==> src/rtl/ppid_pkg.sv <==
// Shared types and constants for the positional PID controller.
// Holds register indexes, reset values and the structs passed between stages.
// No dependencies.
package ppid_pkg;

   // Field widths
   localparam int unsigned VAL_W  = 32;  // signed Q16.16 values
   localparam int unsigned REG_W  = 31;  // unsigned register values
   localparam int unsigned IDX_W  = 3;   // register index
   localparam int unsigned FRAC_G = 24;  // fraction bits of a Q8.24 gain

   // Term widths after the floor shift by FRAC_G
   localparam int unsigned PI_W  = 39;   // P and I terms
   localparam int unsigned D_W   = 40;   // D term (33-bit difference)
   localparam int unsigned SUM_W = 42;   // sum of three terms

   // Register indexes
   typedef enum logic [IDX_W-1:0] {
      REG_PROP_GAIN     = 3'd0,
      REG_INTEG_GAIN_TS = 3'd1,
      REG_DERIV_GAIN_TS = 3'd2,
      REG_DEAD_BAND     = 3'd3,
      REG_INTEG_LIMIT   = 3'd4,
      REG_OUT_LIMIT     = 3'd5
   } reg_index_type;

   // Reset values
   localparam logic [REG_W-1:0] RST_PROP_GAIN     = 31'd16777216;
   localparam logic [REG_W-1:0] RST_INTEG_GAIN_TS = 31'd0;
   localparam logic [REG_W-1:0] RST_DERIV_GAIN_TS = 31'd0;
   localparam logic [REG_W-1:0] RST_DEAD_BAND     = 31'd13107;
   localparam logic [REG_W-1:0] RST_INTEG_LIMIT   = 31'd786432;
   localparam logic [REG_W-1:0] RST_OUT_LIMIT     = 31'd786432;

   // Register file contents
   typedef struct packed {
      logic [REG_W-1:0] prop_gain;
      logic [REG_W-1:0] integ_gain_ts;
      logic [REG_W-1:0] deriv_gain_ts;
      logic [REG_W-1:0] dead_band;
      logic [REG_W-1:0] integ_limit;
      logic [REG_W-1:0] out_limit;
   } cfg_type;

   // Error stage to multiply stage
   typedef struct packed {
      logic                    held;
      logic signed [VAL_W-1:0] err;
      logic signed [VAL_W-1:0] acc;
      logic signed [VAL_W:0]   diff;
   } err_stage_type;

   // Multiply stage to output stage
   typedef struct packed {
      logic                   held;
      logic signed [PI_W-1:0] p_term;
      logic signed [PI_W-1:0] i_term;
      logic signed [D_W-1:0]  d_term;
   } mul_stage_type;

endpackage

==> src/rtl/ppid_csr.sv <==
// Configuration register file for the positional PID controller.
// Depends on ppid_pkg for register indexes and reset values.
module ppid_csr (
   input  logic                        clock,
   input  logic                        reset,
   input  logic                        csr_valid,
   output logic                        csr_ready,
   input  logic [ppid_pkg::IDX_W-1:0]  csr_index,
   input  logic [ppid_pkg::VAL_W-1:0]  csr_wdata,
   output ppid_pkg::cfg_type           cfg
);
   import ppid_pkg::*;

   cfg_type          cfg_ff;
   logic [REG_W-1:0] wval;

   assign csr_ready = 1'b1;
   assign wval      = csr_wdata[REG_W-1:0];  // top bit ignored
   assign cfg       = cfg_ff;

   // Register writes; unknown indexes are dropped
   always_ff @(posedge clock) begin
      if (reset) begin
         cfg_ff.prop_gain     <= RST_PROP_GAIN;
         cfg_ff.integ_gain_ts <= RST_INTEG_GAIN_TS;
         cfg_ff.deriv_gain_ts <= RST_DERIV_GAIN_TS;
         cfg_ff.dead_band     <= RST_DEAD_BAND;
         cfg_ff.integ_limit   <= RST_INTEG_LIMIT;
         cfg_ff.out_limit     <= RST_OUT_LIMIT;
      end else if (csr_valid) begin
         unique case (csr_index)
            REG_PROP_GAIN:     cfg_ff.prop_gain     <= wval;
            REG_INTEG_GAIN_TS: cfg_ff.integ_gain_ts <= wval;
            REG_DERIV_GAIN_TS: cfg_ff.deriv_gain_ts <= wval;
            REG_DEAD_BAND:     cfg_ff.dead_band     <= wval;
            REG_INTEG_LIMIT:   cfg_ff.integ_limit   <= wval;
            REG_OUT_LIMIT:     cfg_ff.out_limit     <= wval;
            default: ;
         endcase
      end
   end

endmodule

==> config.mk <==
export PLATFORM = sky130hd
export DESIGN_NAME = ppid_csr
export DESIGN_NICKNAME = d
export VERILOG_FILES = /design/src/rtl/ppid_pkg.sv /design/src/rtl/ppid_csr.sv
export SDC_FILE = /design/constraint.sdc
export NUM_CORES = 1
export LEC_CHECK = 0
export BUFFER_PORTS_ARGS = -buffer_cell sky130_fd_sc_hd__buf_4
export CAP_MARGIN = 10
export CORE_MARGIN = 8
export CORE_UTILIZATION = 51
export DETAILED_ROUTE_END_ITERATION = 7
export GPL_TIMING_DRIVEN = 0
export PLACE_DENSITY = 0.8
export SETUP_SLACK_MARGIN = 0.02
export SYNTH_ARGS = -nofsm -noshare
export SYNTH_HDL_FRONTEND = slang
export SYNTH_SLANG_ARGS = --single-unit
export TNS_END_PERCENT = 50
==> constraint.sdc <==
create_clock -name clock -period 1.6 [get_ports clock]
set_input_delay 0.32 -clock clock [delete_from_list [all_inputs] [get_ports clock]]
set_output_delay 0.32 -clock clock [all_outputs]
set_load 0.02 [all_outputs]
==> results.yml <==
status:
  status: "finished clean"
worst_setup_path:
  crit_family: "flip-flops"
  r2r_cells: 2
  path_buf_inv: 1
  cp.arrival_ns: 0.96
  reg2reg_from: "cfg[82]"
  criticalPathCategory: "register to output port"
  worstPathMaxFanout: 2
  critPathRequiredTime_ns: 1.28
  crit_cells: 1
  critPathSlowestCell: "dfxtp_1"
  cp-end-kind: "output port"
  worst_setup_path_start_kind: "register"
  path_cells: "buf_4"
  reg2reg_to: "cfg[82]"
  max_stage_delay_ns: 0.38
  r2r_setup_slack_ns: 0.93
power:
  vdd_ir_drop_max_v: 0.000601
  internal_power_mw: 7.40
  combPwrFrac_pct: 9.1
  sw_frac_of_total_pct: 23.3
  power_leakage_nw: 4.88
  clockPowerShare_pct: 41.1
  p_per_area_mw_per_mm2: 994
  seq_power_share_pct: 49.8
  netSwitchingPower_mw: 2.25
clocking:
  cts.path.max_buffers: 2
  post-cts-setup-buffers: 0
  cts_hold_buf: 0
  cts_tree: "built"
  cts-root-buf: "clkbuf_16"
  tritoncts.num_buffers: 17
  clk_pin_slew_worst_paths_ns: 0.07
  clk_latency_ns: 0.42
  cts_sinks: 186
  cts_max_level: 4
  cts_resized: 0
detailed_routing:
  antenna_left: 0
  routed_wl_um: 21800
  routed-via-count: 5604
  post-route-drc-count: 0
  dr.pass1.iters: 4
  via_per_inst: 5.15
  routedWlPerCell_um: 20.1
  first_iter_violations: 278
global_route:
  busiest_layer: "met2"
  grt_antenna_before_repair: 0
  grt_max_degree: 17
  grt-ovfl-total: 0
  grt_use_met3_pct: 8.57
  grt_pass1_vias: 6063
  grtUsageMet1_pct: 27.2
  use_met2_pct: 39.3
  grt_pass1_wl_um: 33600
  track_usage_pct: 23.6
synth:
  synth_fa_ha_area_share_pct: 0
  avgSynthCellArea_um2: 11.1
  synth_xor_area_share_pct: 0
  syn_area_mm2: 0.00729
  synth_mux_area_share_pct: 25.5
  synthesis.nets: 698
  ys_seq_area_share_pct: 51.0
  synth_cell_types: 15
  synth_top_family_by_area: "multiplexers"
  syn_inst: 660
  yosysWarnings: 0
  synth_compound_area_share_pct: 0
  synth_simple_gate_area_share_pct: 20.1
  synth-seq-cells: 186
final_layout:
  area_delta_synth_final_pct: 33.1
  nets: 934
  final_cell_count_no_fill: 1088
  postLayoutCoreUtil_pct: 69.7
  drive_gt1_share_pct: 30.2
  largest_reg_flops: 186
sta:
  finalHoldWorstSlack_ns: 0.160
  worst_pin_slew_ns: 0.679
  finalSetupViolCount: 0
  min_period_ns: 1.28
  fin_ws_ns: 0.318
  finClkSkew_ns: 0
  rsz0062_at_grt: "false"
  fin_crit_sh_pct: 80.1
  maxSlewHeadroom_pct: 54.8
  maxSlewViolCount: 0
  hold_viol: 0
  max_freq_mhz: 780
placement:
  placed_cells: 1057
  place_congestion: 0.807
  port-buffer-count: 217
  place_ws_ns: -0.110
  dp_hpwl_um: 16300
worst_hold_path:
  min_from: "csr_wdata[5]"
  hp-class: "primary input to register"
  holdPathStages: 3
  whs_endpoint: "cfg[67]"
floorplan:
  die_x_um: 136
  num_rows: 43
  pin_count: 225
  die-area_mm2: 0.0184
  die_h_um: 136
  coreArea_mm2: 0.0139
  initial_utilization_pct: 52.3
flow_run:
  cap_violations: 0
## cells by family after synthesis
| family | Yosys count |
|---|---|
| DFF | 186 |
| buffers and inverters | 50 |
| muxes | 186 |
| and+or+nand+nor | 237 |
| other | 1 |
## per-layer routing
layer	wire, um	vias up
met2	10400	206
met3	2170	33
met1	8760	2714
li1	-	2651
met4	473	0
met5	0	-
## final cells by class
class / instances / area (um2)
fillers: 1031 / 4230
flip-flops and latches: 186 / 3720
diodes: 1 / 2.50
clock inverters: 8 / 70.1
repair buffers: 217 / 1630
clock buffers: 22 / 484
plain buffers: 50 / 243
well taps: 180 / 225
multi-input cells: 424 / 3330
## worst max-delay path by stage
| stage | endpoint | slack, ns | startpoint |
|---|---|---|---|
| after detailed placement | cfg[156] | -0.11 | reset |
| after global routing | cfg[43] | 0.20 | reset |
| after CTS | cfg[173] | 0.30 | cfg[173] |
| after floorplan | cfg[175] | 0.22 | csr_index[0] |
| after global placement | cfg[162] | -0.02 | csr_index[0] |
| final | cfg[173] | 0.32 | cfg[173] |
## cells in the final DEF, fill, tap and decap left out
master / instances
diode_2: 1
clkinvlp_4: 2
nor4b_1: 1
buf_2: 20
and4bb_2: 1
bufinv_16: 1
dfxtp_1: 186
clkbuf_8: 4
mux2i_1: 186
nand2b_1: 204
nand4bb_1: 3
nor2_1: 24
nand4b_1: 2
and4b_1: 1
clkbuf_16: 17
clkbuf_1: 25
buf_4: 221
conb_1: 1
or4b_4: 1
buf_6: 2
clkinv_2: 5
## synthesized netlist by cell type, drive strengths merged
library cell | n | area share [%]
nor4b | 1 | 0.12
mux2i | 186 | 26
and4bb | 1 | 0.17
nor2 | 24 | 1.2
dfxtp | 186 | 51
or4b | 1 | 0.19
nand4b | 2 | 0.24
nand4bb | 3 | 0.46
and4b | 1 | 0.14
conb | 1 | 0.051
nand2b | 204 | 17
clkbuf | 24 | 1.2
buf | 26 | 2.1
## power groups by stage
stage	logic (mW)	registers, mW	clock network, mW
after floorplan	0.384	5.01	0
after global placement	0.862	4.90	0
after detailed placement	0.882	4.90	0
after CTS	0.886	4.80	4.01
after global routing	0.936	4.81	4.22
final	0.881	4.80	3.97
## through the flow
stage | area [um2] | TNS, ns | total power [mW]
2_1_floorplan | 7290 | 0 | 5.40
3_3_place_gp | 9150 | -0.182 | 5.76
3_5_place_dp | 9150 | -2.34 | 5.78
4_1_cts | 9700 | 0 | 9.69
5_1_grt | 9700 | 0 | 9.96
6_report | 9710 | 0 | 9.65
(Power assumes the default switching activity.)
