--- src/rtl/ppid_pkg.sv ---
// Shared types and constants for the positional PID controller.
// Holds register indexes, reset values and the structs passed between stages.
// No dependencies.
package ppid_pkg;

   // Field widths
   localparam int unsigned VAL_W  = 32;  // signed Q16.16 values
   localparam int unsigned REG_W  = 31;  // unsigned register values
   localparam int unsigned IDX_W  = 3;   // register index
   localparam int unsigned FRAC_G = 24;  // fraction bits of a Q8.24 gain

   // Term widths after the floor shift by FRAC_G
   localparam int unsigned PI_W  = 39;   // P and I terms
   localparam int unsigned D_W   = 40;   // D term (33-bit difference)
   localparam int unsigned SUM_W = 42;   // sum of three terms

   // Register indexes
   typedef enum logic [IDX_W-1:0] {
      REG_PROP_GAIN     = 3'd0,
      REG_INTEG_GAIN_TS = 3'd1,
      REG_DERIV_GAIN_TS = 3'd2,
      REG_DEAD_BAND     = 3'd3,
      REG_INTEG_LIMIT   = 3'd4,
      REG_OUT_LIMIT     = 3'd5
   } reg_index_type;

   // Reset values
   localparam logic [REG_W-1:0] RST_PROP_GAIN     = 31'd16777216;
   localparam logic [REG_W-1:0] RST_INTEG_GAIN_TS = 31'd0;
   localparam logic [REG_W-1:0] RST_DERIV_GAIN_TS = 31'd0;
   localparam logic [REG_W-1:0] RST_DEAD_BAND     = 31'd13107;
   localparam logic [REG_W-1:0] RST_INTEG_LIMIT   = 31'd786432;
   localparam logic [REG_W-1:0] RST_OUT_LIMIT     = 31'd786432;

   // Register file contents
   typedef struct packed {
      logic [REG_W-1:0] prop_gain;
      logic [REG_W-1:0] integ_gain_ts;
      logic [REG_W-1:0] deriv_gain_ts;
      logic [REG_W-1:0] dead_band;
      logic [REG_W-1:0] integ_limit;
      logic [REG_W-1:0] out_limit;
   } cfg_type;

   // Error stage to multiply stage
   typedef struct packed {
      logic                    held;
      logic signed [VAL_W-1:0] err;
      logic signed [VAL_W-1:0] acc;
      logic signed [VAL_W:0]   diff;
   } err_stage_type;

   // Multiply stage to output stage
   typedef struct packed {
      logic                   held;
      logic signed [PI_W-1:0] p_term;
      logic signed [PI_W-1:0] i_term;
      logic signed [D_W-1:0]  d_term;
   } mul_stage_type;

endpackage

--- src/rtl/ppid_err_stage.sv ---
// Input register, error saturation, dead band test and clamped integrator.
// Holds the previous error and integ_sum. Depends on ppid_pkg.
module ppid_err_stage (
   input  logic                              clock,
   input  logic                              reset,
   input  ppid_pkg::cfg_type                 cfg,
   input  logic                              req_valid,
   output logic                              req_ready,
   input  logic signed [ppid_pkg::VAL_W-1:0] req_setpoint,
   input  logic signed [ppid_pkg::VAL_W-1:0] req_measured,
   output logic                              st_valid,
   input  logic                              st_ready,
   output ppid_pkg::err_stage_type           st_data
);
   import ppid_pkg::*;

   logic                    in_valid_ff;
   logic signed [VAL_W-1:0] sp_ff, ms_ff;
   logic                    st_valid_ff;
   err_stage_type           st_data_ff, st_data_in;
   logic signed [VAL_W-1:0] old_err_ff, integ_sum_ff;

   logic                    st_free, advance;
   logic signed [VAL_W:0]   raw_diff, err33, mag, acc_raw, lim33, neg_lim33;
   logic signed [VAL_W-1:0] err, acc;
   logic                    outside;

   assign st_free   = !st_valid_ff || st_ready;
   assign advance   = in_valid_ff && st_free;
   assign req_ready = !in_valid_ff || st_free;
   assign st_valid  = st_valid_ff;
   assign st_data   = st_data_ff;

   // Saturated error, dead band test, integrator clamp, derivative difference
   always_comb begin
      raw_diff = {sp_ff[VAL_W-1], sp_ff} - {ms_ff[VAL_W-1], ms_ff};
      if (raw_diff[VAL_W] != raw_diff[VAL_W-1]) begin
         err = raw_diff[VAL_W] ? {1'b1, {(VAL_W-1){1'b0}}} : {1'b0, {(VAL_W-1){1'b1}}};
      end else begin
         err = raw_diff[VAL_W-1:0];
      end
      err33     = {err[VAL_W-1], err};
      mag       = err33[VAL_W] ? -err33 : err33;
      outside   = $unsigned(mag) > {2'b00, cfg.dead_band};
      acc_raw   = {integ_sum_ff[VAL_W-1], integ_sum_ff} + err33;
      lim33     = {2'b00, cfg.integ_limit};
      neg_lim33 = -lim33;
      if (acc_raw > lim33) begin
         acc = lim33[VAL_W-1:0];
      end else if (acc_raw < neg_lim33) begin
         acc = neg_lim33[VAL_W-1:0];
      end else begin
         acc = acc_raw[VAL_W-1:0];
      end
      st_data_in.held = !outside;
      st_data_in.err  = err;
      st_data_in.acc  = acc;
      st_data_in.diff = err33 - {old_err_ff[VAL_W-1], old_err_ff};
   end

   // Input register and stage register
   always_ff @(posedge clock) begin
      if (reset) begin
         in_valid_ff  <= 1'b0;
         st_valid_ff  <= 1'b0;
         old_err_ff   <= '0;
         integ_sum_ff <= '0;
      end else begin
         if (req_valid && req_ready) begin
            in_valid_ff <= 1'b1;
         end else if (advance) begin
            in_valid_ff <= 1'b0;
         end
         if (advance) begin
            st_valid_ff <= 1'b1;
            old_err_ff  <= err;
            if (outside) begin
               integ_sum_ff <= acc;
            end
         end else if (st_ready) begin
            st_valid_ff <= 1'b0;
         end
      end
   end

   // Payload registers
   always_ff @(posedge clock) begin
      if (req_valid && req_ready) begin
         sp_ff <= req_setpoint;
         ms_ff <= req_measured;
      end
      if (advance) begin
         st_data_ff <= st_data_in;
      end
   end

endmodule

--- config.mk ---
export PLATFORM = sky130hd
export DESIGN_NAME = ppid_err_stage
export DESIGN_NICKNAME = d
export VERILOG_FILES = /design/src/rtl/ppid_pkg.sv /design/src/rtl/ppid_err_stage.sv
export SDC_FILE = /design/constraint.sdc
export NUM_CORES = 1
export LEC_CHECK = 0
export BUFFER_PORTS_ARGS = -buffer_cell sky130_fd_sc_hd__buf_2
export CORE_UTILIZATION = 35
export DETAILED_ROUTE_END_ITERATION = 6
export PLACE_DENSITY = 0.54
export SLEW_MARGIN = 40
export SYNTH_ARGS = -nofsm -noshare
export SYNTH_HDL_FRONTEND = slang
export SYNTH_SLANG_ARGS = --single-unit
--- constraint.sdc ---
create_clock -name clock -period 9 [get_ports clock]
set_input_delay 0 -clock clock [delete_from_list [all_inputs] [get_ports clock]]
set_output_delay 0 -clock clock [all_outputs]
set_load 0.01 [all_outputs]
==> impl_metrics.toml <==
[outcome]
status = "completed"

[timing]
fmax_mhz = 117
worst_pin_slew_ns = 0.795
timing.hold.ws_ns = 0.0388
period_share_pct = 95.2
setup_viol = 0
period_minus_slack_ns = 8.57
finalMaxSlewViolations = 0
fin_skew_ns = 0.0250
hold_viol = 0
finalWorstSetupSlack_ns = 0.430
slew_headroom_pct = 47.0

[global_route]
grt.total_usage_pct = 21.6
grt_pass1_vias = 15400
overflow = 0
grt_pass1_wl_um = 84700
grt_max_degree = 76
antenna_found_initial = 2

[floorplanning]
core_area_um2 = 49000
start_util_pct = 35.5
ios = 354
die_area_um2 = 50500
fp.dieH_um = 225
chipWidth_um = 225
num_rows = 81

[final_layout]
synthToLayoutAreaGrowth_pct = 28.7
layout.area.seq_um2 = 6190
num-nets-final = 2826
multi_input_area_um2 = 10300
postLayoutCellArea_um2 = 22300
layout-drive-gt1-share_pct = 21.5
fillCellCount = 4706
fin_cells = 3063

[synthesis]
yosysUniqueCellTypes = 98
netlist_instances = 1922
syn_area_per_cell_um2 = 9.03
ys_seq_elements = 228
synthArstFlopShare_pct = 0
yosysSeqAreaShare_pct = 35.6
syn_area_um2 = 17400
synth_area_leaders = "edfxtp_1 28%, ha_1 14%, dfxtp_1 7.6%"
ys_warn_count = 0
syn-num-nets = 2370
ys_top_cells_by_count = "191 x ha_1, 177 x inv_1, 169 x nor2_1, 166 x nand2_1, 162 x edfxtp_1"
synth-edff-count = 162
yosys.area.top_type_share_pct = 28.0
synth_ff_type = "edfxtp_1"
yosysTopAreaCell = "edfxtp_1"
synth.most_common_cell = "ha_1"

[worst_setup_path]
cp_max_fo = 17
worst_path_max_delay_cell = "fa_1"
critPathMaxStageDelay_ns = 0.38
end_kind = "register"
cp_data_required_time_ns = 9.31
crit_arrival_ns = 8.88
crit_type = "reg2reg"
start_kind = "register"

[routing]
postRouteAntennaNets = 0
vias = 15800
drt_iter0_drc = 1008
vias_per_cell = 5.17
wl_per_cell_um = 18.1
first_pass_iters = 7
drc_errors = 0
routed_wl_um = 55500

[place]
dpl.cell_count = 2918
post-place-ws_ns = 0.0154
gp_congestion = 0.920
dpl-instance-area_um2 = 20400
port_buffers = 229
hpwl_um = 44700

[cts]
tritoncts = "built"
clock_latency_ns = 0.56
clk_pin_slew_ns = 0.06
cts_root_buf = "clkbuf_16"
cts_buffers = 27
max-clock-path-buffers = 3
clock_sinks = 228
cts_max_level = 1

[min_path]
hold_class = "in2reg"

[pwr]
powerDensity_nw_per_um2 = 361
p_leak_uw = 0.00995
vdd_drop_max_mv = 0.168

[run]
max-cap-violations = 0
-- critical path, delay by kind of cell (launching register included) --
| family | cells | cell delay [ns] |
|---|---|---|
| muxes | 1 | 0.21 |
| AOI/OAI and AO/OA | 17 | 3.85 |
| and+or+nand+nor | 7 | 1.12 |
| xor gates and xnor gates | 2 | 0.35 |
| DFF | 1 | 0.36 |
| buffers and inverters | 8 | 0.92 |
| adders and majority gates | 5 | 1.55 |
-- area by class of cell --
type                            count  share of cell area, %
Sequential cell                   228                   27.7
Multi-Input combinational cell   1449                   46.2
Clock inverter                     15                  0.880
Clock buffer                       33                   3.22
Inverter                          179                   3.02
Antenna cell                        2                 0.0224
Tap cell                          664                   3.72
Timing Repair Buffer              493                   15.2
-- state kept, by name (all words and copies together), names as in the netlist --
signal	cells
old_err_ff	32
in_valid_ff	1
ms_ff	32
sp_ff	32
st_valid	1
st_data	98
integ_sum_ff	32
-- final timing paths --
| kind | startpoint | end | slack (ns) | cells past startpoint |
|---|---|---|---|---|
| worst max-delay path | sp_ff[0] | st_data[62] | 0.43 | 40 |
| worst min-delay path | cfg[58] | integ_sum_ff[28] | 0.04 | 6 |
| worst max register to register | sp_ff[0] | st_data[62] | 0.43 | 40 |
| worst min register to register | old_err_ff[11] | old_err_ff[11] | 0.45 | 2 |
-- routing by layer --
| metal | global-route usage, % | vias to the layer above | routed length (µm) |
|---|---|---|---|
| met4 | 7.26 | 0 | 1650 |
| li1 | - | 7909 | - |
| met3 | 2.93 | 78 | 2930 |
| met2 | 36.4 | 413 | 25800 |
| met5 | 0 | - | 0 |
| met1 | 28.5 | 7441 | 25100 |
-- report_power, final --
part	total, µW	switching [µW]	internal [µW]	leakage (µW)
Clock	1140	453	682	0.000439
Sequential	1570	84.2	1490	0.00208
Combinational	5360	3060	2300	0.00743
-- what timing repair did --
action,CTS,global route
endpoints found under the setup margin,2,64
cloned,0,0
buffers inserted,0,1
hold buffers,93,0
pin swaps,0,2
resized for setup,1,34
endpoints found under the hold margin,124,0
-- cells in the final DEF, fill, tap and decap left out, drive strengths merged, types with 44 or more instances in the layout --
cell type    synthesis  layout
a21o                58      58
a21oi              139     139
buf                 21     400
dfxtp               66      66
dlygate4sd3          0      93
edfxtp             162     162
ha                 191     191
inv                179     179
nand2              167     167
nand3               49      49
nor2               169     169
nor3                44      44
o21ai               86      86
xnor2              102     102
-- per-stage QoR --
step                setup TNS (ns)  power (µW)  util (%)
finish                           0        8070      45.6
global route               -0.0937        8700      45.6
CTS                              0        7990      45.3
detailed placement               0        6790      41.6
global placement                 0        6720      41.6
floorplan                        0        4750         -
-- kinds of logic after synthesis --
| group | Yosys count | synth area share [%] |
|---|---|---|
| AO/OA/AOI/OAI | 515 | 20.6 |
| XOR/XNOR | 128 | 6.46 |
| adder cells (fa/ha/maj) | 195 | 14.2 |
| buffers and inverters | 245 | 5.57 |
| flip-flops | 228 | 35.6 |
| multiplexers | 22 | 1.33 |
| AND/OR/NAND/NOR | 589 | 16.2 |
(Power assumes the default switching activity.)
