<file path="config.mk">
export PLATFORM = sky130hd
export DESIGN_NAME = ppid_out_stage
export DESIGN_NICKNAME = d
export VERILOG_FILES = /design/src/rtl/ppid_pkg.sv /design/src/rtl/ppid_out_stage.sv
export SDC_FILE = /design/constraint.sdc
export NUM_CORES = 1
export LEC_CHECK = 0
export BUFFER_PORTS_ARGS = -buffer_cell sky130_fd_sc_hd__buf_2
export CORE_AREA = 2 2 134 136
export DETAILED_ROUTE_END_ITERATION = 8
export DIE_AREA = 0 0 136 138
export PLACE_DENSITY = 0.87
export SYNTH_ARGS = -nofsm -noshare
export SYNTH_HDL_FRONTEND = slang
export SYNTH_SLANG_ARGS = --single-unit
</file>
<file path="constraint.sdc">
create_clock -name clock -period 9.3 [get_ports clock]
set_input_delay 0.93 -clock clock [delete_from_list [all_inputs] [get_ports clock]]
set_output_delay 0.93 -clock clock [all_outputs]
set_load 0.05 [all_outputs]
</file>
<file path="src/rtl/ppid_pkg.sv">
// Shared types and constants for the positional PID controller.
// Holds register indexes, reset values and the structs passed between stages.
// No dependencies.
package ppid_pkg;

   // Field widths
   localparam int unsigned VAL_W  = 32;  // signed Q16.16 values
   localparam int unsigned REG_W  = 31;  // unsigned register values
   localparam int unsigned IDX_W  = 3;   // register index
   localparam int unsigned FRAC_G = 24;  // fraction bits of a Q8.24 gain

   // Term widths after the floor shift by FRAC_G
   localparam int unsigned PI_W  = 39;   // P and I terms
   localparam int unsigned D_W   = 40;   // D term (33-bit difference)
   localparam int unsigned SUM_W = 42;   // sum of three terms

   // Register indexes
   typedef enum logic [IDX_W-1:0] {
      REG_PROP_GAIN     = 3'd0,
      REG_INTEG_GAIN_TS = 3'd1,
      REG_DERIV_GAIN_TS = 3'd2,
      REG_DEAD_BAND     = 3'd3,
      REG_INTEG_LIMIT   = 3'd4,
      REG_OUT_LIMIT     = 3'd5
   } reg_index_type;

   // Reset values
   localparam logic [REG_W-1:0] RST_PROP_GAIN     = 31'd16777216;
   localparam logic [REG_W-1:0] RST_INTEG_GAIN_TS = 31'd0;
   localparam logic [REG_W-1:0] RST_DERIV_GAIN_TS = 31'd0;
   localparam logic [REG_W-1:0] RST_DEAD_BAND     = 31'd13107;
   localparam logic [REG_W-1:0] RST_INTEG_LIMIT   = 31'd786432;
   localparam logic [REG_W-1:0] RST_OUT_LIMIT     = 31'd786432;

   // Register file contents
   typedef struct packed {
      logic [REG_W-1:0] prop_gain;
      logic [REG_W-1:0] integ_gain_ts;
      logic [REG_W-1:0] deriv_gain_ts;
      logic [REG_W-1:0] dead_band;
      logic [REG_W-1:0] integ_limit;
      logic [REG_W-1:0] out_limit;
   } cfg_type;

   // Error stage to multiply stage
   typedef struct packed {
      logic                    held;
      logic signed [VAL_W-1:0] err;
      logic signed [VAL_W-1:0] acc;
      logic signed [VAL_W:0]   diff;
   } err_stage_type;

   // Multiply stage to output stage
   typedef struct packed {
      logic                   held;
      logic signed [PI_W-1:0] p_term;
      logic signed [PI_W-1:0] i_term;
      logic signed [D_W-1:0]  d_term;
   } mul_stage_type;

endpackage

</file>
<file path="src/rtl/ppid_out_stage.sv">
// Term sum, hold selection, output clamp and result register.
// Holds prev_drive. Depends on ppid_pkg.
module ppid_out_stage (
   input  logic                              clock,
   input  logic                              reset,
   input  ppid_pkg::cfg_type                 cfg,
   input  logic                              up_valid,
   output logic                              up_ready,
   input  ppid_pkg::mul_stage_type           up_data,
   output logic                              rsp_valid,
   input  logic                              rsp_ready,
   output logic signed [ppid_pkg::VAL_W-1:0] rsp_drive,
   output logic                              rsp_clamped,
   output logic                              rsp_held
);
   import ppid_pkg::*;

   logic                    rsp_valid_ff;
   logic signed [VAL_W-1:0] drive_ff, drive_in, prev_drive_ff;
   logic                    clamped_ff, clamped_in, held_ff;
   logic signed [SUM_W-1:0] sum, pre, lim;
   logic                    advance;

   assign up_ready    = !rsp_valid_ff || rsp_ready;
   assign advance     = up_valid && up_ready;
   assign rsp_valid   = rsp_valid_ff;
   assign rsp_drive   = drive_ff;
   assign rsp_clamped = clamped_ff;
   assign rsp_held    = held_ff;

   // Held items reuse the previous result, which left this stage just before
   always_comb begin
      sum = SUM_W'(up_data.p_term) + SUM_W'(up_data.i_term) + SUM_W'(up_data.d_term);
      pre = up_data.held ? SUM_W'(prev_drive_ff) : sum;
      lim = {{(SUM_W-REG_W){1'b0}}, cfg.out_limit};
      if (pre > lim) begin
         drive_in   = lim[VAL_W-1:0];
         clamped_in = 1'b1;
      end else if (pre < -lim) begin
         drive_in   = (-lim[VAL_W-1:0]);
         clamped_in = 1'b1;
      end else begin
         drive_in   = pre[VAL_W-1:0];
         clamped_in = 1'b0;
      end
   end

   always_ff @(posedge clock) begin
      if (reset) begin
         rsp_valid_ff  <= 1'b0;
         prev_drive_ff <= '0;
      end else if (advance) begin
         rsp_valid_ff  <= 1'b1;
         prev_drive_ff <= drive_in;
      end else if (rsp_ready) begin
         rsp_valid_ff <= 1'b0;
      end
   end

   always_ff @(posedge clock) begin
      if (advance) begin
         drive_ff   <= drive_in;
         clamped_ff <= clamped_in;
         held_ff    <= up_data.held;
      end
   end

endmodule

</file>
==> impl_metrics.py, run 1 <==
metrics = {
    "worst_setup_path": {
        "cpMaxStageDelayCell": "o21ai_2",
        "required_ns": 9.44,
        "worstPathCellList": "buf_2 > fa_1 > ha_1 > fa_1 > a21oi_1 > o211ai_1 > a21oi_1 > o21ai_0 > a21oi_1 > xor2_1 > o21ai_0 > ha_1 > a21oi_1 > o21ai_0 > a211oi_1 > nor3_1 > nor4_1 > o22ai_1 > nor4b_4 > nand4_4 > o21ai_2 > o22ai_1 > nor2_1",
        "reg2reg_depth": 15,
        "end_kind": "register",
        "r2r_slack_ns": 4.28,
        "r2r-start": "prev_drive_ff[31]$_SDFFE_PP0P_",
        "reg2reg_to": "rsp_drive[27]$_DFFE_PP_",
        "crit_type": "input port to register",
        "crit_path_max_incr_delay_ns": 0.92,
        "path_common_cell": "a21oi_1",
        "start_kind": "input port",
        "crit_fanout": 19,
        "crit_arrival_ns": 8.16,
    },
    "floorplan": {
        "die_area_sq_um": 18770,
        "die_x_um": 136,
        "coreArea_sq_um": 17530,
        "rows": 49,
        "initial_core_util": 0.5426,
        "io_pins": 345,
        "die_h_um": 138,
    },
    "global_routing": {
        "first_global_vias": 9617,
        "grt_max_degree": 74,
        "track_usage": 0.3252,
        "grt_overflow": 0,
        "grt_first_pass_wirelength_um": 48360,
        "grt_antenna_before_repair": 5,
    },
    "pwr": {
        "irDropWorstVdd_mv": 0.1176,
        "p_leak_nw": 4.728,
        "p_per_area_nw_per_um2": 182.3,
    },
    "sta": {
        "relSlewSlack": 0.2711,
        "grt_setup_unrepaired": "no",
        "setup_viol": 0,
        "setup-tns-final_ns": 0,
        "clock_skew_ns": 0.008655,
        "min_period_over_period": 0.8617,
        "post-route-min-period_ns": 8.014,
        "tightest_slew_ns": 1.093,
        "hold_viol_final": 0,
        "clock.fmax_ghz": 0.1248,
        "slew_viol_final": 0,
    },
    "synthesis": {
        "ys_ff_latch": 67,
        "ys_seq_area_frac": 0.1767,
        "netlist_area_sq_um": 9514,
        "synth_cells": 1163,
        "syn_nets": 1623,
        "synth_top_area_share": 0.1447,
        "ys.flop_type": "edfxtp_1",
        "async_flop_share": 0,
        "syn_avg_cell_area_sq_um": 8.181,
        "synthTopCellsByArea": "ha_1 14%, edfxtp_1 11%, fa_1 8.6%",
        "yosysTopAreaCell": "ha_1",
        "synthDistinctLibCells": 75,
        "synth_edf_count": 34,
        "yosys_warnings": 0,
    },
    "final_layout": {
        "layout-drive-gt1-share": 0.1932,
        "area_growth_syn_to_layout_pct": 13.20,
        "nets": 1770,
        "fin_cells": 1546,
        "design_area_sq_um": 10770,
        "n_fill_cell": 1552,
        "utilization": 0.6142,
    },
    "worst_hold_path": {
        "hold-path-cell-count": 2,
        "hold_class": "register to register",
        "min-delay-start": "prev_drive_ff[23]$_SDFFE_PP0P_",
        "worst_hold_path.endpoint": "prev_drive_ff[23]$_SDFFE_PP0P_",
    },
    "clocking": {
        "clk_pin_slew_ns": 0.06,
        "cts-buffers-inserted": 9,
        "clockBufferDepth": 2,
        "cts_sinks": 67,
        "ctsResizeCount": 0,
        "clockRootBuffer": "clkbuf_16",
        "cts_setup_buffers": 0,
        "cts_tree": "yes",
        "htreeDepth": 3,
        "cts_hold_buf": 0,
        "clock_latency_ns": 0.34,
    },
    "detailed_routing": {
        "drtPass1Iterations": 6,
        "wirelength_um": 30530,
        "drt_iter0_markers": 793,
        "vias_per_cell": 6.400,
        "final_antenna_net_count": 0,
        "post_drt_wl_per_cell_um": 19.75,
        "drc_errors": 0,
        "num_vias": 9895,
    },
    "place": {
        "gp_congestion": 1.003,
        "hpwl_um": 23860,
        "port-buffer-count": 189,
        "dpl-instance-area_sq_um": 10490,
        "dpl.cell_count": 1528,
    },
    "status": {
        "status": "complete, no violations",
    },
    "flow_run": {
        "cap_violations": 0,
    },
}
==> final cells by class <==
class                           count  area (sq um)  area share
Inverter                           71         266.5     0.02474
Antenna cell                        2         5.005   0.0004647
Tap cell                          229         286.5     0.02660
Multi-Input combinational cell    964          7244      0.6726
Timing Repair Buffer              197          1006     0.09340
Clock inverter                      3         40.04    0.003717
Sequential cell                    67          1682      0.1561
Clock buffer                       13         240.2     0.02230
==> cell usage after synthesis, types with 18 or more instances <==
cell type  instances
a21o_1            30
a21oi_1           98
a31oi_1           19
clkbuf_1          30
dfxtp_1           33
edfxtp_1          34
fa_1              41
ha_1             110
inv_1             70
nand2_1          110
nand3_1           22
nand4_1           32
nor2_1            59
nor3_1            41
o211ai_1          33
o21a_1            40
o21ai_0           86
xnor2_1           40
xor2_1            18
==> through the flow <==
stage               setup slack, ns  hold slack, ns  total power [mW]
detailed placement            1.160          0.4462             1.599
global route                 0.9508          0.4780             2.099
CTS                           1.460          0.4631             1.942
global placement              1.187          0.4385             1.576
floorplan                     2.933          0.4248             1.278
finish                        1.286          0.4611             1.964
==> layer usage <==
layer,vias up,GRT usage,share of wire
li1,4635,-,-
met1,4649,0.4207,0.41
met3,89,0.06381,0.098
met5,-,0,0.00023
met2,520,0.5356,0.46
met4,2,0.1217,0.034
==> report_power, final <==
part / internal, mW / total [mW] / switching [mW]
logic: 0.423 / 1.24 / 0.812
clock network: 0.207 / 0.335 / 0.128
registers: 0.374 / 0.393 / 0.0194
total: 1.00 / 1.96 / 0.960
==> state kept, by name, indices dropped and copies added, names as in the netlist <==
name and count:
prev_drive_ff 32, rsp_clamped 1, rsp_drive 32, rsp_held 1, rsp_valid 1
==> placed cells by master (no fill, tap or decap), types with 34 or more instances in the layout <==
cell      netlist  routed
ha_1          110     110
o21a_1         40      39
nand2_1       110     110
edfxtp_1       34      34
a21oi_1        98      98
buf_2          15     189
fa_1           41      41
xnor2_1        40      40
nor3_1         41      41
o21ai_0        86      86
nor2_1         59      59
inv_1          70      69
==> how the worst max path moves through the flow <==
| stage | startpoint | slack, ns | cells past startpoint | to |
|---|---|---|---|---|
| final | up_data[1] | 1.29 | 23 | rsp_drive[23]$_DFFE_PP_ |
| after global routing | up_data[1] | 0.95 | 23 | rsp_drive[23]$_DFFE_PP_ |
| after CTS | up_data[1] | 1.46 | 23 | rsp_drive[23]$_DFFE_PP_ |
| after detailed placement | up_data[1] | 1.16 | 23 | rsp_drive[23]$_DFFE_PP_ |
| after global placement | up_data[1] | 1.19 | 23 | rsp_drive[23]$_DFFE_PP_ |
| after floorplan | up_data[21] | 2.93 | 23 | rsp_drive[4]$_DFFE_PP_ |
==> cells by family (layout without fill, tap and decap cells) <==
| group | Yosys count | count (layout) | synth area share |
|---|---|---|---|
| AOI/OAI and AO/OA | 406 | 406 | 0.2822 |
| and+or+nand+nor | 340 | 340 | 0.1841 |
| adders and majority gates | 151 | 151 | 0.2309 |
| buffers and inverters | 132 | 284 | 0.06273 |
| DFF | 67 | 67 | 0.1767 |
| xor gates and xnor gates | 58 | 58 | 0.05339 |
| muxes | 9 | 9 | 0.009863 |
| other | 0 | 2 | 0 |
==> worst max-delay path, delay by kind of cell <==
kind                     cells  cell delay, ns
buffers and inverters        1            0.11
AO/OA/AOI/OAI               12            3.54
XOR/XNOR                     1            0.37
AND/OR/NAND/NOR              5            1.69
adder cells (fa/ha/maj)      4            1.52
(Power assumes the default switching activity.)
==> run 2: changes to the inputs <==
--- a/config.mk
+++ b/config.mk
@@ -9,7 +9,7 @@
 export CORE_AREA = 2 2 134 136
 export DETAILED_ROUTE_END_ITERATION = 8
 export DIE_AREA = 0 0 136 138
-export PLACE_DENSITY = 0.87
+export PLACE_DENSITY = 0.94
 export SYNTH_ARGS = -nofsm -noshare
 export SYNTH_HDL_FRONTEND = slang
 export SYNTH_SLANG_ARGS = --single-unit
==> impl_metrics.py, run 2 (synthesis gave the netlist of run 1 again) <==
metrics = {
    "detailed_routing": {
        "final_antenna_net_count": 0,
        "wirelength_um": 31590,
        "num_vias": 10310,
        "vias_per_cell": 6.671,
        "drc_errors": 0,
        "post_drt_wl_per_cell_um": 20.43,
        "drtPass1Iterations": 6,
        "drt_iter0_markers": 1251,
    },
    "worst_setup_path": {
        "crit_type": "input port to register",
        "crit_fanout": 19,
        "required_ns": 9.52,
        "worstPathCellList": "buf_2 > fa_1 > ha_1 > fa_1 > a21oi_1 > o211ai_1 > a21oi_1 > o21ai_0 > a21oi_1 > xor2_1 > o21ai_0 > ha_1 > a21oi_1 > o21ai_0 > a211oi_1 > nor3_1 > nor4_1 > o22ai_1 > nor4b_4 > nand4_4 > o21ai_2 > o22ai_1 > o31ai_1",
        "end_kind": "register",
        "cpMaxStageDelayCell": "o21ai_2",
        "crit_start": "up_data[1]",
        "r2r-start": "prev_drive_ff[31]$_SDFFE_PP0P_",
        "worst-path-buf-inv": 1,
        "crit_arrival_ns": 8.24,
        "critPathTopFamily": "compound AO/OA/AOI/OAI gates",
        "path_common_cell": "a21oi_1",
        "crit_path_max_incr_delay_ns": 0.95,
        "start_kind": "input port",
    },
    "worst_hold_path": {
        "hold_class": "register to register",
        "min-delay-start": "prev_drive_ff[3]$_SDFFE_PP0P_",
    },
    "floorplan": {
        "coreArea_sq_um": 17530,
        "die_h_um": 138,
        "die_x_um": 136,
        "initial_core_util": 0.5426,
        "rows": 49,
        "io_pins": 345,
        "die_area_sq_um": 18770,
    },
    "place": {
        "hpwl_um": 23910,
        "port-buffer-count": 189,
        "dpl-instance-area_sq_um": 10490,
        "pre_cts_ws_ns": 1.188,
        "gp_congestion": 1.006,
        "dpl.cell_count": 1527,
    },
    "clocking": {
        "cts_setup_buffers": 0,
        "clockBufferDepth": 2,
        "clk_pin_slew_ns": 0.05,
        "clockRootBuffer": "clkbuf_16",
        "cts_hold_buf": 0,
        "cts_tree": "yes",
        "ctsResizeCount": 0,
        "cts_sinks": 67,
        "cts-buffers-inserted": 9,
        "clock_latency_ns": 0.35,
        "htreeDepth": 3,
    },
    "pwr": {
        "p_per_area_nw_per_um2": 191.8,
        "irDropWorstVdd_mv": 0.1368,
        "p_leak_nw": 4.760,
        "total_power_mw": 2.080,
    },
    "global_routing": {
        "track_usage": 0.3310,
        "first_global_vias": 9982,
        "grt_max_degree": 74,
        "grt_first_pass_wirelength_um": 49510,
        "grt_overflow": 0,
        "grt_antenna_before_repair": 3,
    },
    "sta": {
        "tightest_slew_ns": 1.262,
        "clock_skew_ns": 0.01180,
        "slew_viol_final": 0,
        "grt_setup_unrepaired": "no",
        "setup_viol": 0,
        "post-route-min-period_ns": 8.020,
        "relSlewSlack": 0.1565,
        "clock.fmax_ghz": 0.1247,
        "setup-tns-final_ns": 0,
        "min_period_over_period": 0.8624,
        "hold_viol_final": 0,
        "setup_slack_ns": 1.280,
    },
    "final_layout": {
        "design_area_sq_um": 10850,
        "layout-drive-gt1-share": 0.1948,
        "area_growth_syn_to_layout_pct": 14.01,
        "layout_common_cells": "189 x buf_2, 110 x nand2_1, 110 x ha_1, 98 x a21oi_1, 86 x o21ai_0",
        "nets": 1769,
        "layout_commonest_cell": "buf_2",
        "fin_cells": 1546,
    },
    "status": {
        "status": "complete, no violations",
    },
    "flow_run": {
        "cap_violations": 0,
    },
}
run 2: changes by cell type in the layout (fill, tap and decap cells not counted), sizes merged:
cell,change
clkinv,-1
bufinv,+2
buf,-1
inv,+1
clkbuf,-3
diode,+1
clkinvlp,+1
run 2: path summary, 6_finish.rpt:
check	slack [ns]	cells past startpoint	to
min reg2reg	0.48	2	prev_drive_ff[3]$_SDFFE_PP0P_
max reg2reg	4.31	15	rsp_drive[27]$_DFFE_PP_
min	0.48	2	prev_drive_ff[3]$_SDFFE_PP0P_
max	1.28	23	prev_drive_ff[4]$_SDFFE_PP0P_
run 2: where the power goes:
part | switching, mW | internal [mW]
clock network | 0.137 | 0.270
registers | 0.0195 | 0.374
logic | 0.848 | 0.433
run 2: layout make-up:
cell class / instances / area, sq um
Multi-Input combinational cell: 964 / 7243
Fill cell: 1461 / 6688
Sequential cell: 67 / 1682
Timing Repair Buffer: 196 / 1011
Tap cell: 229 / 286.5
Inverter: 71 / 266.5
Clock buffer: 10 / 239.0
Clock inverter: 6 / 111.4
Antenna cell: 3 / 7.507
run 2: worst reg2reg max path: cells and delay by family (launching register included):
| kind | cells | cell delay, ns |
|---|---|---|
| buf+inv | 1 | 0.10 |
| compound gates | 9 | 2.58 |
| flops | 1 | 0.34 |
| simple gates | 4 | 1.42 |
| fa+ha+maj | 1 | 0.34 |
run 2: routing by layer:
metal  up-vias  global-route usage  wire, um
li1       4629                   -         -
met1      4702              0.4247     11740
met2       804              0.5115     13910
met3       179             0.07444      4022
met4         0              0.1870      1920
met5         -                   0         0
run 2: stage by stage:
step / hold slack [ns] / utilization
after detailed placement: 0.4446 / 0.5982
after CTS: 0.4735 / 0.6182
after global placement: 0.4396 / 0.5982
after floorplan: 0.4248 / -
after global routing: 0.4985 / 0.6185
final: 0.4761 / 0.6186
==> run 3: changes to the inputs <==
--- a/config.mk
+++ b/config.mk
@@ -10,6 +10,8 @@
 export DETAILED_ROUTE_END_ITERATION = 8
 export DIE_AREA = 0 0 136 138
 export PLACE_DENSITY = 0.94
+export RECOVER_POWER = 25
+export SLEW_MARGIN = 20
 export SYNTH_ARGS = -nofsm -noshare
 export SYNTH_HDL_FRONTEND = slang
 export SYNTH_SLANG_ARGS = --single-unit
==> constraint.sdc (replaced) <==
create_clock -name clock -period 9.84 [get_ports clock]
set_input_delay 0.984 -clock clock [delete_from_list [all_inputs] [get_ports clock]]
set_output_delay 0.984 -clock clock [all_outputs]
set_load 0.05 [all_outputs]
==> impl_metrics.py, run 3 (synthesis gave the netlist of run 1 again) <==
metrics = {
    "status": {
        "status": "complete, but fails checks",
        "violations": "max-capacitance violations, max-slew violations",
    },
    "worst_setup_path": {
        "crit_fanout": 83,
        "crit_start": "up_data[118]",
        "critPathTopFamily": "buffers and inverters",
        "r2r-start": "prev_drive_ff[31]$_SDFFE_PP0P_",
        "critPathCapture": "rsp_drive[19]$_DFFE_PP_",
        "path_common_cell": "o21ai_0",
        "start_kind": "input port",
        "worstPathCellList": "buf_2 > clkbuf_1 > o21ai_0 > ha_1 > nand4_1 > nor4_1 > nand3_1 > o22ai_1 > o22ai_1 > nor4b_4 > nand4_4 > o21a_1 > buf_4 > o21ai_0 > o21ai_0",
        "cpMaxStageDelayCell": "clkbuf_1",
        "r2r_slack_ns": 4.65,
        "required_ns": 9.88,
        "crit_type": "input port to register",
        "path_depth": 15,
        "worst-path-buf-inv": 3,
        "end_kind": "register",
        "reg2reg_to": "rsp_drive[27]$_DFFE_PP_",
        "crit_path_max_incr_delay_ns": 2.59,
        "reg2reg_depth": 15,
        "crit_arrival_ns": 8.75,
    },
    "clocking": {
        "cts-buffers-inserted": 9,
        "clockRootBuffer": "clkbuf_16",
        "clock_latency_ns": 0.35,
        "htreeDepth": 3,
        "cts_sinks": 67,
        "cts_hold_buf": 0,
        "clk_pin_slew_ns": 0.06,
        "cts_tree": "yes",
        "clockBufferDepth": 2,
        "cts_setup_buffers": 0,
        "ctsResizeCount": 0,
    },
    "place": {
        "dpl.cell_count": 1530,
        "port-buffer-count": 189,
        "hpwl_um": 24310,
        "gp_congestion": 0.9551,
    },
    "global_routing": {
        "first_global_vias": 9814,
        "grt_overflow": 0,
        "use_met2": 0.5242,
        "grt_antenna_before_repair": 3,
        "track_usage": 0.3268,
        "grt_use_met3": 0.04730,
        "grt_first_pass_wirelength_um": 48800,
        "grtUsageMet1": 0.4324,
        "busiest_layer": "met2",
        "grt_max_degree": 84,
    },
    "detailed_routing": {
        "wirelength_um": 31430,
        "vias_per_cell": 6.529,
        "drtPass1Iterations": 6,
        "num_vias": 10110,
        "final_antenna_net_count": 0,
        "post_drt_wl_per_cell_um": 20.29,
        "drc_errors": 0,
        "drt_iter0_markers": 1114,
    },
    "sta": {
        "post-route-min-period_ns": 8.705,
        "setup-tns-final_ns": 0,
        "setup_viol": 0,
        "grt_setup_unrepaired": "no",
        "min_period_over_period": 0.8846,
        "relSlewSlack": -1.477,
        "slew_viol_final": 84,
        "clock_skew_ns": 0.01233,
        "hold_viol_final": 0,
        "tightest_slew_ns": 3.716,
        "clock.fmax_ghz": 0.1149,
    },
    "worst_hold_path": {
        "hold_class": "register to register",
    },
    "floorplan": {
        "die_x_um": 136,
        "coreArea_sq_um": 17530,
        "io_pins": 345,
        "die_area_sq_um": 18770,
        "rows": 49,
        "initial_core_util": 0.5426,
        "die_h_um": 138,
    },
    "pwr": {
        "irDropWorstVdd_mv": 0.1079,
        "p_per_area_nw_per_um2": 175.6,
        "p_leak_nw": 4.650,
    },
    "final_layout": {
        "layout_commonest_cell": "buf_2",
        "n_fill_cell": 1550,
        "area_growth_syn_to_layout_pct": 13.10,
        "multi_input_area_sq_um": 7247,
        "fin_cells": 1549,
        "layout-drive-gt1-share": 0.1716,
        "nets": 1772,
        "regArea_sq_um": 1682,
        "layout_common_cells": "157 x buf_2, 110 x nand2_1, 110 x ha_1, 98 x a21oi_1, 86 x o21ai_0",
    },
    "flow_run": {
        "cap_violations": 1,
    },
}
==> run 3: changes by cell type in the layout (fill, tap and decap cells not counted), sizes merged <==
cell,previous run,this run
clkinv,1,3
buf,196,166
bufinv,3,1
clkbuf,10,43
==> run 3: worst min-delay path by stage <==
stage / startpoint / end / slack, ns / cells after the start
after floorplan: prev_drive_ff[23]$_SDFFE_PP0P_ / prev_drive_ff[23]$_SDFFE_PP0P_ / 0.42 / 2
after detailed placement: prev_drive_ff[3]$_SDFFE_PP0P_ / prev_drive_ff[3]$_SDFFE_PP0P_ / 0.45 / 2
after CTS: prev_drive_ff[3]$_SDFFE_PP0P_ / prev_drive_ff[3]$_SDFFE_PP0P_ / 0.47 / 2
after global routing: prev_drive_ff[4]$_SDFFE_PP0P_ / prev_drive_ff[4]$_SDFFE_PP0P_ / 0.49 / 2
after global placement: prev_drive_ff[4]$_SDFFE_PP0P_ / prev_drive_ff[4]$_SDFFE_PP0P_ / 0.44 / 2
final: prev_drive_ff[3]$_SDFFE_PP0P_ / prev_drive_ff[3]$_SDFFE_PP0P_ / 0.47 / 2
==> run 3: cell type report <==
cell class	count	share of cell area
Antenna cell	3	0.0006977
Clock buffer	10	0.02128
Inverter	71	0.02477
Tap cell	229	0.02663
Multi-Input combinational cell	964	0.6735
Timing Repair Buffer	199	0.09081
Sequential cell	67	0.1563
Clock inverter	6	0.006047
==> run 3: worst min-delay path, delay by kind of cell, from the launching register on <==
| kind | cells | cell delay (ns) |
|---|---|---|
| flops | 1 | 0.33 |
| simple gates | 1 | 0.05 |
| compound gates | 1 | 0.05 |
==> run 3: stage by stage <==
stage	hold slack (ns)	util	area (sq um)	worst slack, ns	power [mW]
final	0.4729	0.6137	10760	1.135	1.890
after global routing	0.4869	0.6132	10750	0.9218	1.992
after CTS	0.4679	0.6157	10800	1.700	1.859
after detailed placement	0.4531	0.5990	10500	1.401	1.528
after global placement	0.4384	0.5990	10500	1.611	1.499
after floorplan	0.4248	-	9514	3.419	1.208
==> run 3: routing by layer <==
| layer | vias to the layer above | share of wire |
|---|---|---|
| li1 | 4640 | - |
| met1 | 4703 | 0.40 |
| met2 | 665 | 0.46 |
| met3 | 105 | 0.10 |
| met4 | 0 | 0.045 |
| met5 | - | 0 |
==> run 3: power breakdown <==
part           leakage [nW]  internal, mW  switching [mW]
clock network         0.143         0.197           0.131
registers             0.604         0.353          0.0197
logic                  3.90         0.399           0.790
